<file path="src/sv/oid_asd_pkg.sv">
// Shared types and constants for the object identifier arc stream decoder.
package oid_asd_pkg;

	localparam int unsigned QUEUE_DEPTH = 4;

	localparam logic [7:0] ARC_LIMIT_RESET = 8'd128;

	// Status codes carried on the last result of an identifier.
	localparam logic [1:0] STATUS_OK        = 2'd0;
	localparam logic [1:0] STATUS_TOO_MANY  = 2'd1;
	localparam logic [1:0] STATUS_TRUNCATED = 2'd2;

	// Splitting the first byte: byte / 40 is (byte * 205) >> 13 for any 8-bit byte.
	localparam int unsigned FIRST_DIVISOR = 40;
	localparam logic [15:0] DIV40_RECIP = 16'd205;
	localparam int unsigned DIV40_SHIFT = 13;

	typedef struct packed {
		logic [7:0] content_byte;
		logic       final_byte;
	} oid_in_t;

	typedef struct packed {
		logic [31:0] arc_value;
		logic        arc_present;
		logic        end_of_oid;
		logic [1:0]  status;
	} oid_out_t;

	// One classified byte: up to two arcs, plus the end marking.
	typedef struct packed {
		logic [31:0] val_a;
		logic [5:0]  val_b;
		logic [1:0]  n_arcs;
		logic        fin;
		logic [1:0]  status;
	} oid_entry_t;

endpackage

</file>
<file path="src/sv/oid_asd_front.sv">
// Front part: accepts content bytes, keeps the per-identifier state and classifies each byte.
module oid_asd_front (
	input  logic                    clk,
	input  logic                    arst_n,
	input  logic                    in_valid,
	output logic                    in_ready,
	input  oid_asd_pkg::oid_in_t    in_data,
	input  logic                    cfg_we,
	input  logic [7:0]              cfg_data,
	input  logic                    q_full,
	output logic                    push,
	output oid_asd_pkg::oid_entry_t entry
);

	logic [31:0] acc_q;
	logic [7:0]  count_q;
	logic        first_q;
	logic        too_many_q;
	logic [7:0]  limit_q;

	logic        accept;
	logic        more;
	logic [15:0] prod;
	logic [2:0]  quot;
	logic [7:0]  rem_full;
	logic [8:0]  next1;
	logic [8:0]  next2;
	logic [7:0]  cnt1;
	logic [7:0]  cnt2;
	logic        tm1;
	logic        tm2;
	logic [31:0] acc_new;
	logic [31:0] acc_next;
	logic [7:0]  cnt_end;
	logic        tm_end;
	logic        first_next;

	assign in_ready = !q_full;
	assign accept   = in_valid && in_ready;
	assign more     = in_data.content_byte[7];

	assign prod     = {8'd0, in_data.content_byte} * oid_asd_pkg::DIV40_RECIP;
	assign quot     = prod[15:oid_asd_pkg::DIV40_SHIFT];
	assign rem_full = in_data.content_byte
		- ({5'd0, quot} * 8'(oid_asd_pkg::FIRST_DIVISOR));

	// Arc counting saturates at 255; each counted arc may trip the sticky limit flag.
	assign next1 = {1'b0, count_q} + 9'd1;
	assign tm1   = too_many_q || (next1 > {1'b0, limit_q});
	assign cnt1  = next1[8] ? 8'hFF : next1[7:0];
	assign next2 = {1'b0, cnt1} + 9'd1;
	assign tm2   = tm1 || (next2 > {1'b0, limit_q});
	assign cnt2  = next2[8] ? 8'hFF : next2[7:0];

	assign acc_new = {acc_q[24:0], in_data.content_byte[6:0]};

	always_comb begin
		entry      = '0;
		acc_next   = acc_q;
		cnt_end    = count_q;
		tm_end     = too_many_q;
		first_next = first_q;
		if (first_q) begin
			entry.n_arcs = {1'b0, !tm1} + {1'b0, !tm2};
			entry.val_a  = {29'd0, quot};
			entry.val_b  = rem_full[5:0];
			tm_end       = tm2;
			cnt_end      = cnt2;
			first_next   = 1'b0;
		end else begin
			acc_next = acc_new;
			if (!more) begin
				entry.n_arcs = {1'b0, !tm1};
				entry.val_a  = acc_new;
				tm_end       = tm1;
				cnt_end      = cnt1;
				acc_next     = '0;
			end
		end
		entry.fin = in_data.final_byte;
		if (tm_end) begin
			entry.status = oid_asd_pkg::STATUS_TOO_MANY;
		end else if (more) begin
			entry.status = oid_asd_pkg::STATUS_TRUNCATED;
		end else begin
			entry.status = oid_asd_pkg::STATUS_OK;
		end
	end

	assign push = accept && ((entry.n_arcs != 2'd0) || in_data.final_byte);

	always_ff @(posedge clk or negedge arst_n) begin
		if (!arst_n) begin
			acc_q      <= '0;
			count_q    <= '0;
			first_q    <= 1'b1;
			too_many_q <= 1'b0;
			limit_q    <= oid_asd_pkg::ARC_LIMIT_RESET;
		end else begin
			if (cfg_we) begin
				limit_q <= cfg_data;
			end
			if (accept) begin
				if (in_data.final_byte) begin
					acc_q      <= '0;
					count_q    <= '0;
					first_q    <= 1'b1;
					too_many_q <= 1'b0;
				end else begin
					acc_q      <= acc_next;
					count_q    <= cnt_end;
					first_q    <= first_next;
					too_many_q <= tm_end;
				end
			end
		end
	end

endmodule

</file>
<file path="src/sv/oid_asd_queue.sv">
// Short queue of classified entries between the front and back parts.
module oid_asd_queue #(
	parameter int unsigned DEPTH = oid_asd_pkg::QUEUE_DEPTH
) (
	input  logic                    clk,
	input  logic                    arst_n,
	input  logic                    push,
	input  oid_asd_pkg::oid_entry_t push_entry,
	input  logic                    pop,
	output oid_asd_pkg::oid_entry_t head,
	output logic                    full,
	output logic                    empty
);

	localparam int unsigned AW = (DEPTH > 1) ? $clog2(DEPTH) : 1;
	localparam int unsigned CW = $clog2(DEPTH + 1);

	oid_asd_pkg::oid_entry_t slots_q [DEPTH];
	logic [AW-1:0] wr_q;
	logic [AW-1:0] rd_q;
	logic [CW-1:0] fill_q;

	assign full  = (fill_q == CW'(DEPTH));
	assign empty = (fill_q == '0);
	assign head  = slots_q[rd_q];

	always_ff @(posedge clk) begin
		if (push) begin
			slots_q[wr_q] <= push_entry;
		end
	end

	always_ff @(posedge clk or negedge arst_n) begin
		if (!arst_n) begin
			wr_q   <= '0;
			rd_q   <= '0;
			fill_q <= '0;
		end else begin
			if (push) begin
				wr_q <= (wr_q == AW'(DEPTH - 1)) ? '0 : wr_q + AW'(1);
			end
			if (pop) begin
				rd_q <= (rd_q == AW'(DEPTH - 1)) ? '0 : rd_q + AW'(1);
			end
			if (push && !pop) begin
				fill_q <= fill_q + CW'(1);
			end else if (pop && !push) begin
				fill_q <= fill_q - CW'(1);
			end
		end
	end

endmodule

</file>
<file path="src/sv/oid_asd_back.sv">
// Back part: turns each queued entry into one or two results through an output register.
module oid_asd_back (
	input  logic                    clk,
	input  logic                    arst_n,
	input  oid_asd_pkg::oid_entry_t head,
	input  logic                    empty,
	output logic                    pop,
	output logic                    out_valid,
	input  logic                    out_ready,
	output oid_asd_pkg::oid_out_t   out_data
);

	logic                  valid_q;
	oid_asd_pkg::oid_out_t data_q;
	logic                  second_q;
	logic                  load;
	logic                  is_last;
	oid_asd_pkg::oid_out_t res;

	assign load    = !empty && (!valid_q || out_ready);
	assign is_last = (head.n_arcs != 2'd2) || second_q;
	assign pop     = load && is_last;

	always_comb begin
		res = '0;
		if (head.n_arcs == 2'd0) begin
			res.end_of_oid = 1'b1;
			res.status     = head.status;
		end else begin
			res.arc_present = 1'b1;
			res.arc_value   = second_q ? {26'd0, head.val_b} : head.val_a;
			if (is_last && head.fin) begin
				res.end_of_oid = 1'b1;
				res.status     = head.status;
			end
		end
	end

	always_ff @(posedge clk) begin
		if (load) begin
			data_q <= res;
		end
	end

	always_ff @(posedge clk or negedge arst_n) begin
		if (!arst_n) begin
			valid_q  <= 1'b0;
			second_q <= 1'b0;
		end else begin
			if (load) begin
				valid_q  <= 1'b1;
				second_q <= !is_last;
			end else if (out_ready) begin
				valid_q <= 1'b0;
			end
		end
	end

	assign out_valid = valid_q;
	assign out_data  = data_q;

endmodule

</file>
<file path="src/sv/oid_arc_stream_decoder.sv">
// Top level of the streaming object identifier arc decoder.
// This block decodes the content bytes of ASN.1 object identifiers, one byte per input
// transaction, with final_byte marking the last byte of each identifier. The first byte
// of an identifier yields two arcs (byte divided by 40 and the remainder); later bytes
// are shifted seven bits at a time into a 32-bit accumulator that wraps, and an arc is
// produced when bit 7 of a byte is clear. Each arc is one output transaction. Arcs past
// the arc_limit register are dropped and the identifier ends with status "too many arcs";
// a final byte that still has bit 7 set ends with status "truncated". When the final byte
// produces no arc, a status-only transaction with arc_present low closes the identifier.
// Rate: the front part accepts one byte per clock whenever the entry queue has room, and
// the back part delivers one result per clock while out_ready is high. The first byte of
// an identifier carries up to two arcs, which leave the output register one after the
// other; the QUEUE_DEPTH-entry queue between the parts absorbs that burst. A stream thus
// sustains one byte per cycle while results do not outnumber bytes, that is, while each
// identifier has a non-final continuation byte after its head. Otherwise the output side
// sets the pace at one result per cycle and the queue fills and stalls the input. Bytes
// reach the output through the entry queue and the output register. There is no clearing
// pass after reset. arc_limit resets to 128 and is written through the always-ready cfg
// channel; the user writes it only while the block is idle, which nothing enforces.
module oid_arc_stream_decoder #(
	parameter int unsigned QUEUE_DEPTH = oid_asd_pkg::QUEUE_DEPTH
) (
	input  logic                  clk,
	input  logic                  arst_n,
	input  logic                  in_valid,
	output logic                  in_ready,
	input  oid_asd_pkg::oid_in_t  in_data,
	output logic                  out_valid,
	input  logic                  out_ready,
	output oid_asd_pkg::oid_out_t out_data,
	input  logic                  cfg_valid,
	output logic                  cfg_ready,
	input  logic [7:0]            cfg_data
);

	logic                    q_push;
	logic                    q_pop;
	logic                    q_full;
	logic                    q_empty;
	oid_asd_pkg::oid_entry_t q_in;
	oid_asd_pkg::oid_entry_t q_head;

	// The configuration register is a single flop bank, so a write never has to wait.
	assign cfg_ready = 1'b1;

	oid_asd_front u_front (
		.clk      (clk),
		.arst_n   (arst_n),
		.in_valid (in_valid),
		.in_ready (in_ready),
		.in_data  (in_data),
		.cfg_we   (cfg_valid && cfg_ready),
		.cfg_data (cfg_data),
		.q_full   (q_full),
		.push     (q_push),
		.entry    (q_in)
	);

	oid_asd_queue #(
		.DEPTH (QUEUE_DEPTH)
	) u_queue (
		.clk        (clk),
		.arst_n     (arst_n),
		.push       (q_push),
		.push_entry (q_in),
		.pop        (q_pop),
		.head       (q_head),
		.full       (q_full),
		.empty      (q_empty)
	);

	oid_asd_back u_back (
		.clk       (clk),
		.arst_n    (arst_n),
		.head      (q_head),
		.empty     (q_empty),
		.pop       (q_pop),
		.out_valid (out_valid),
		.out_ready (out_ready),
		.out_data  (out_data)
	);

	// A nonzero status only ever appears on the closing transaction of an identifier.
	assert property (@(posedge clk) disable iff (!arst_n)
		(out_valid && (out_data.status != oid_asd_pkg::STATUS_OK)) |-> out_data.end_of_oid)
		else $error("nonzero status on a transaction that does not end the identifier");

	// A transaction without an arc is a status-only close and carries a zero value.
	assert property (@(posedge clk) disable iff (!arst_n)
		(out_valid && !out_data.arc_present)
			|-> (out_data.end_of_oid && (out_data.arc_value == '0)))
		else $error("status-only transaction is malformed");

	// The front must never write into a full queue.
	assert property (@(posedge clk) disable iff (!arst_n)
		q_push |-> (!q_full || q_pop))
		else $error("entry pushed into a full queue");

	// A popped entry must exist.
	assert property (@(posedge clk) disable iff (!arst_n)
		q_pop |-> !q_empty)
		else $error("entry popped from an empty queue");

endmodule
</file>
<file path="config.mk">
export PLATFORM = sky130hd
export DESIGN_NAME = oid_arc_stream_decoder
export DESIGN_NICKNAME = d
export VERILOG_FILES = /design/src/sv/oid_asd_pkg.sv /design/src/sv/oid_asd_front.sv /design/src/sv/oid_asd_queue.sv /design/src/sv/oid_asd_back.sv /design/src/sv/oid_arc_stream_decoder.sv
export SDC_FILE = /design/constraint.sdc
export NUM_CORES = 1
export LEC_CHECK = 0
export ABC_AREA = 1
export BUFFER_PORTS_ARGS = -buffer_cell sky130_fd_sc_hd__buf_2
export CORE_AREA = 2 2 232 120
export CTS_BUF_LIST = sky130_fd_sc_hd__clkbuf_2
export CTS_CLUSTER_SIZE = 8
export DETAILED_ROUTE_END_ITERATION = 8
export DIE_AREA = 0 0 234 122
export GPL_ROUTABILITY_DRIVEN = 0
export PLACE_DENSITY = 0.66
export SYNTH_ARGS = -nofsm -noshare
export SYNTH_HDL_FRONTEND = slang
export SYNTH_HIERARCHICAL = 1
export SYNTH_SLANG_ARGS = --single-unit
</file>
<file path="constraint.sdc">
create_clock -name clk -period 9 [get_ports clk]
set_clock_uncertainty 0.1 [all_clocks]
set_input_delay 0.9 -clock clk [delete_from_list [all_inputs] [get_ports clk]]
set_output_delay 0.9 -clock clk [all_outputs]
set_load 0.02 [all_outputs]
</file>
### Word level (Yosys, flattened, before mapping)

Memories as Yosys holds them, arrays and structs flattened.
Index checks and enable logic that the tools add are counted.

| operators by class | value |
|---|---|
| $add $sub $neg | 8 |
| multipliers | 2 |
| order comparisons | 2 |
| eq/ne operators | 6 |
| mux-type cells | 31 |
| reductions and logical operators | 28 |

Operators with widths:

| kind | number |
|---|---|
| 2-to-1 mux 25 bit | 3 |
| 2-to-1 mux 32 bit | 2 |
| 2-to-1 mux 8 bit | 5 |
| adder 8 x 1 -> 9 bit (second input constant) | 2 |
| > comparator 9 x 8 -> 1 bit | 2 |
| multiplier 8 x 8 -> 16 bit (second input constant) | 1 |
| 2-to-1 mux 2 bit | 6 |
| 2-to-1 mux 6 bit | 2 |
| 2-to-1 mux 1 bit | 10 |
| 2-to-1 mux 3 bit | 3 |
| zero test 1 bit | 8 |
| logical AND 1 bit | 7 |
| nonzero test 2 bit | 3 |
| subtractor 6 bit | 1 |
| logical OR 1 bit | 5 |
| adder 2 x 1 -> 2 bit (second input constant) | 2 |
| equality test 2 bit (second input constant) | 2 |
| != test 2 bit (second input constant) | 2 |
| AND reduction 2 bit | 2 |
| adder 3 x 1 -> 3 bit (second input constant) | 1 |
| equality test 3 bit (second input constant) | 1 |
| zero test 3 bit | 1 |
| multiplier 3 x 3 -> 3 bit (second input constant) | 1 |
| != test 3 x 2 -> 1 bit (second input constant) | 1 |
| 4 further kinds | 4 |

| word-level totals | value |
|---|---|
| bits in registers | 88 |
| memory bits (writable) | 172 |
| input port bits | 22 |
| output and inout port bits | 39 |
| logic and storage cells | 93 |
| memories kept | 1 |

Memory list:

| name | depth | bits a word | read ports | clocked after Yosys merged registers in | wr ports | RTL line | text |
|---|---|---|---|---|---|---|---|
| u_queue.slots_q | 4 | 43 | 1 | 0 | 1 | oid_asd_queue.sv:18 | `oid_asd_pkg::oid_entry_t slots_q [DEPTH];` |

### Logic depth before layout (Yosys ltp)

| depth | value |
|---|---|
| depth in word-level cells | 15 |
| gate-level depth with buffers | 25 |
| gate-level depth less buffers | 24 |

### Hierarchy

The synthesis kept the hierarchy.

By module, submodules not included:

| module | instances | cells an instance | area each (um^2) | sequential area each (um^2) |
|---|---|---|---|---|
| oid_asd_queue | 1 | 554 | 7352.1 | 5340.1 |
| oid_asd_front | 1 | 582 | 4172.8 | 1078.5 |
| oid_asd_back | 1 | 130 | 1539.0 | 1131.1 |
| oid_arc_stream_decoder | 1 | 2 | 11.3 | 0.0 |

### Least setup slack after synthesis

OpenSTA, ideal clock, no wires.

| timing | value |
|---|---|
| path kind | input to register |
| start point | in in_data[2] in the netlist's numbering |
| end point | mem u_queue/slots_q[0][10] in the netlist's numbering (data pin) |
| data arrival time | 4440 ps |
| data required time | 8640 ps |
| path slack | 4200 ps |
| cell stages on the path | 20 |
| path buffers | 0 |
| path through | ha_1 -> xor2_1 -> ha_1 -> fa_1 -> inv_1 -> fa_1 -> inv_1 -> ha_1 -> a21oi_1 -> o21ai_0 -> nand2_1 -> nand4_1 -> nand2_1 -> ha_1 -> inv_1 -> fa_1 -> xor2_1 -> nand2_1 -> nand2_1 -> nor2_1 |

RTL lines:

| element | RTL line | text |
|---|---|---|
| start, declared | oid_arc_stream_decoder.sv:27 | `input oid_asd_pkg::oid_in_t in_data,` |
| end, declared | oid_asd_queue.sv:18 |  |

### Worst setup path after layout

| timing | value |
|---|---|
| start point | reg u_front.count_q[0] |
| end point | mem u_queue/slots_q[0][20] in the netlist's numbering (enable) |

| between the ends | value |
|---|---|
| cells in the longest elaborated chain, start to end | 13 |
| elaborated cells on any way between the ends | 17 |
| classes of those cells | 3 x add/sub; 2 x order compare; 5 x mux; 7 x reduce/logical |

Ends and longest elaborated chain:

| element | RTL line | text |
|---|---|---|
| start, declared | oid_asd_front.sv:16 | `logic [7:0] count_q;` |
| start signal, assigned | oid_asd_front.sv:111 | `count_q <= cnt_end;` |
| adder 8 x 1 -> 9 bit (*) | oid_asd_front.sv:48 | `assign next1 = {1'b0, count_q} + 9'd1;` |
| 2-to-1 mux 8 bit | oid_asd_front.sv:50 | `assign cnt1 = next1[8] ? 8'hFF : next1[7:0];` |
| adder 8 x 1 -> 9 bit | oid_asd_front.sv:51 | `assign next2 = {1'b0, cnt1} + 9'd1;` |
| > comparator 9 x 8 -> 1 bit | oid_asd_front.sv:52 | `assign tm2 = tm1 \|\| (next2 > {1'b0, limit_q});` |
| logical OR 1 bit | oid_asd_front.sv:52 |  |
| zero test 1 bit | oid_asd_front.sv:64 | `entry.n_arcs = {1'b0, !tm1} + {1'b0, !tm2};` |
| adder 1 x 1 -> 2 bit | oid_asd_front.sv:64 |  |
| 2-to-1 mux 2 bit (*) | oid_asd_front.sv:63 | `if (first_q) begin` |
| nonzero test 2 bit (*) | oid_asd_front.sv:90 | `assign push = accept && ((entry.n_arcs != 2'd0) \|\| in_data.final_byte);` |
| logical OR 1 bit (*) | oid_asd_front.sv:90 |  |
| logical AND 1 bit (*) | oid_asd_front.sv:90 |  |
| named net q_push | oid_arc_stream_decoder.sv:36 | `logic q_push;` |
| 2-to-1 mux 1 bit (*) | oid_asd_queue.sv:28 | `if (push) begin` |
| 2-to-1 mux 1 bit (implied by the code) (*) | oid_asd_queue.sv:29 | `slots_q[wr_q] <= push_entry;` |

Mark *: on every way through the listed nets, which the timed path passes. The rest lies on a longest branch.

==> flow_summary.toml <==
[detailed_routing]
drtIter0Drc = 781
ant_nets = 0
totalWireLength_um = 27800
drt-pass1-iter-count = 6
wl_per_cell_um = 15.8
drc = 0
viasPerCell = 4.97
via_count = 8741

[final_layout]
drive_above_1_share = 0.141
antennaDiodeCount = 0
stdcell_area_um2 = 14000
final_core_util = 0.523
syn2layout_area_growth_pct = 7.33
fin_nets = 1452

[timing]
holdWs_ns = 0.127
clock.fmax_mhz = 217
slew_headroom = 0.227
period_needed_ns = 4.61
tightestPinTransition_ns = 1.16
fin_setup_tns_ns = 0
setup_slack_ns = 4.39
slew_viol_final = 0
setup_viol = 0
hold_viol_final = 0
rsz0062_at_grt = "false"
fin_crit_sh = 0.512

[setup_path]
worst_ep_arrival_time_ns = 4.96
start_kind = "flop"
critPathRequiredTime_ns = 9.36
criticalPathCategory = "flop to flop"
crit_fanout = 43
end_kind = "flop"

[pwr]
clkPwrFrac = 0.169
p_sw_w = 0.00181
seqPwrFrac = 0.422
combPwrFrac = 0.410
internal-power_w = 0.00251
powerDensity_nw_per_um2 = 308
cellLeakagePower_nw = 6.45
switching_share = 0.419
vdd_drop_max_v = 0.000158

[logic_synthesis]
netlist.area_leader.share = 0.478
ys_seq_area_frac = 0.577
synth_warnings = 6
synth_area_um2 = 13100
yosys-top-cells-count = "nand2_1 (275), inv_1 (235), edfxtp_1 (208)"
synth.most_common_cell = "nand2_1"
avgSynthCellArea_um2 = 10.3
synth_edf_count = 208
async_reset_ff_frac = 0.200
synth-seq-cells = 260
synth.distinct_cells = 38
synth_ff_type = "edfxtp_1"
synthCells = 1268
synth_area_leaders = "edfxtp_1 (48%), dfrtp_1 (9.6%), nand2_1 (7.9%), ha_1 (6.8%), inv_1 (6.7%)"
syn_nets = 1372
yosysTopAreaCell = "edfxtp_1"

[placement]
place_area_um2 = 13500
post-place-ws_ns = 3.73
port_buffers = 59
dpl.hpwl_um = 18000

[flow_run]
maxCapViolations = 0

[clocking]
clkTransAtPathRegs_ns = 0.10
ctsHoldBuffers = 1
cts.sinks = 260
ctsLongestPathBuffers = 3
cts_tree = "yes"
numCtsBuffers = 57
cts_resized = 0
post_cts_buffers = 0
root_buffer = "clkbuf_2"
htree_levels = 2
clk_latency_ns = 0.89

[grt]
grt_pass1_wl_um = 44100
antenna_found_initial = 0
track_usage = 0.202
grt_pass1_vias = 8168
grt_overflow = 0
grt_max_degree = 117

[floorplanning]
core_um2 = 26800
start_util = 0.487
die_area_um2 = 28500
num_rows = 43
die_y_um = 122
die_x_um = 234
ios = 61

[status]
status = "completed"

[worst_hold_path]
hp-class = "input port to flop"
cells in the final DEF (no fill, tap or decap), types with 3 or more instances in the layout:
| master | netlist | final |
|---|---|---|
| nand2_1 | 275 | 275 |
| inv_1 | 235 | 231 |
| edfxtp_1 | 208 | 208 |
| clkbuf_2 | 0 | 91 |
| o211ai_1 | 87 | 87 |
| nor2_1 | 85 | 85 |
| ha_1 | 71 | 71 |
| buf_2 | 2 | 59 |
| nand3_1 | 51 | 51 |
| o21ai_0 | 50 | 50 |
| dfrtp_1 | 50 | 50 |
| a21oi_1 | 26 | 24 |
| clkinv_1 | 0 | 12 |
| xor2_1 | 12 | 12 |
| fa_1 | 11 | 11 |
| nor2_2 | 9 | 9 |
| inv_2 | 4 | 8 |
| buf_4 | 12 | 8 |
| nand2_2 | 7 | 7 |
| o21ai_1 | 6 | 6 |
| nand4_1 | 5 | 5 |
| a21o_1 | 5 | 5 |
| nor3_1 | 4 | 4 |
| o22ai_1 | 3 | 3 |
sequential cells by signal (all words and copies together), names as in the netlist:
register and count:
u_front/acc_q 25, u_back/second_q 1, u_queue/slots_q 172, u_front/too_many_q 1, u_queue/fill_q 3, u_back/out_valid 1, u_queue/rd_q 2, u_front/limit_q 8
u_back/out_data 36, u_queue/wr_q 2, u_front/first_q 1, u_front/count_q 8
per-stage QoR:
stage | total power (W) | cells
after global placement | 0.00357 | 1648
final | 0.00432 | 1757
after detailed placement | 0.00361 | 1648
after global routing | 0.00468 | 1757
after CTS | 0.00436 | 1757
after floorplan | 0.00323 | 1268
cell families after synthesis:
| logic type | synth area share |
|---|---|
| and+or+nand+nor | 0.138 |
| buffers and inverters | 0.101 |
| DFF | 0.577 |
| AOI/OAI and AO/OA | 0.0883 |
| adders and majority gates | 0.0848 |
| xor gates and xnor gates | 0.00938 |
| other | 0.000287 |
| muxes | 0.000861 |
metal layers:
metal | up-vias | part of all wire | GRT usage
met5 | - | 0 | 0
met4 | 0 | 0.011 | 0.0479
met3 | 32 | 0.074 | 0.0424
met2 | 259 | 0.38 | 0.264
met1 | 4060 | 0.54 | 0.335
li1 | 4390 | - | -
power by group through the flow:
stage	registers, W	logic (W)	clock network (W)
finish	0.00182	0.00177	0.000728
global route	0.00185	0.00201	0.000817
CTS	0.00182	0.00177	0.000759
detailed placement	0.00185	0.00177	0
global placement	0.00185	0.00173	0
floorplan	0.00193	0.00130	0
area by class of cell:
type                       count  area [µm²]
clock buffer                  91         455
clock inverter                17        75.1
fill                        2475       12800
inverter                     240         906
multi-input combinational    721        4230
sequential                   260        7550
tap                          360         450
timing repair buffer          68         365
worst paths after layout:
kind / from / endpoint / slack (ns) / cells past startpoint
max: u_front/count_q[0]$_DFFE_PN0P_ / u_queue/slots_q[0][20]$_DFFE_PP_ / 4.39 / 17
min: cfg_data[5] / u_front/limit_q[5]$_DFFE_PN0P_ / 0.13 / 3
max reg2reg: u_front/count_q[0]$_DFFE_PN0P_ / u_queue/slots_q[0][20]$_DFFE_PP_ / 4.39 / 17
min reg2reg: u_front/acc_q[15]$_DFFE_PN0P_ / u_front/acc_q[22]$_DFFE_PN0P_ / 0.41 / 2
max in group asynchronous: arst_n / u_front/count_q[2]$_DFFE_PN0P_ / 7.66 / 3
min in group asynchronous: arst_n / u_front/acc_q[19]$_DFFE_PN0P_ / 0.57 / 3
worst max-delay path: stages (launching register included):
cell,delay [ns]
dfrtp_1,0.49
ha_1,0.23
nand2_2,0.14
nor2_2,0.21
nand2_1,0.07
nand2_1,0.11
inv_1,0.05
ha_1,0.28
a21o_1,0.18
nor2_1,0.12
nor2_1,0.06
nor2_1,0.08
nand2_1,0.08
a21oi_1,0.19
o21ai_1,0.12
a21oi_1,0.65
nand2_1,0.14
inv_2,0.88
No activity file was read; power rests on OpenSTA's default activity.
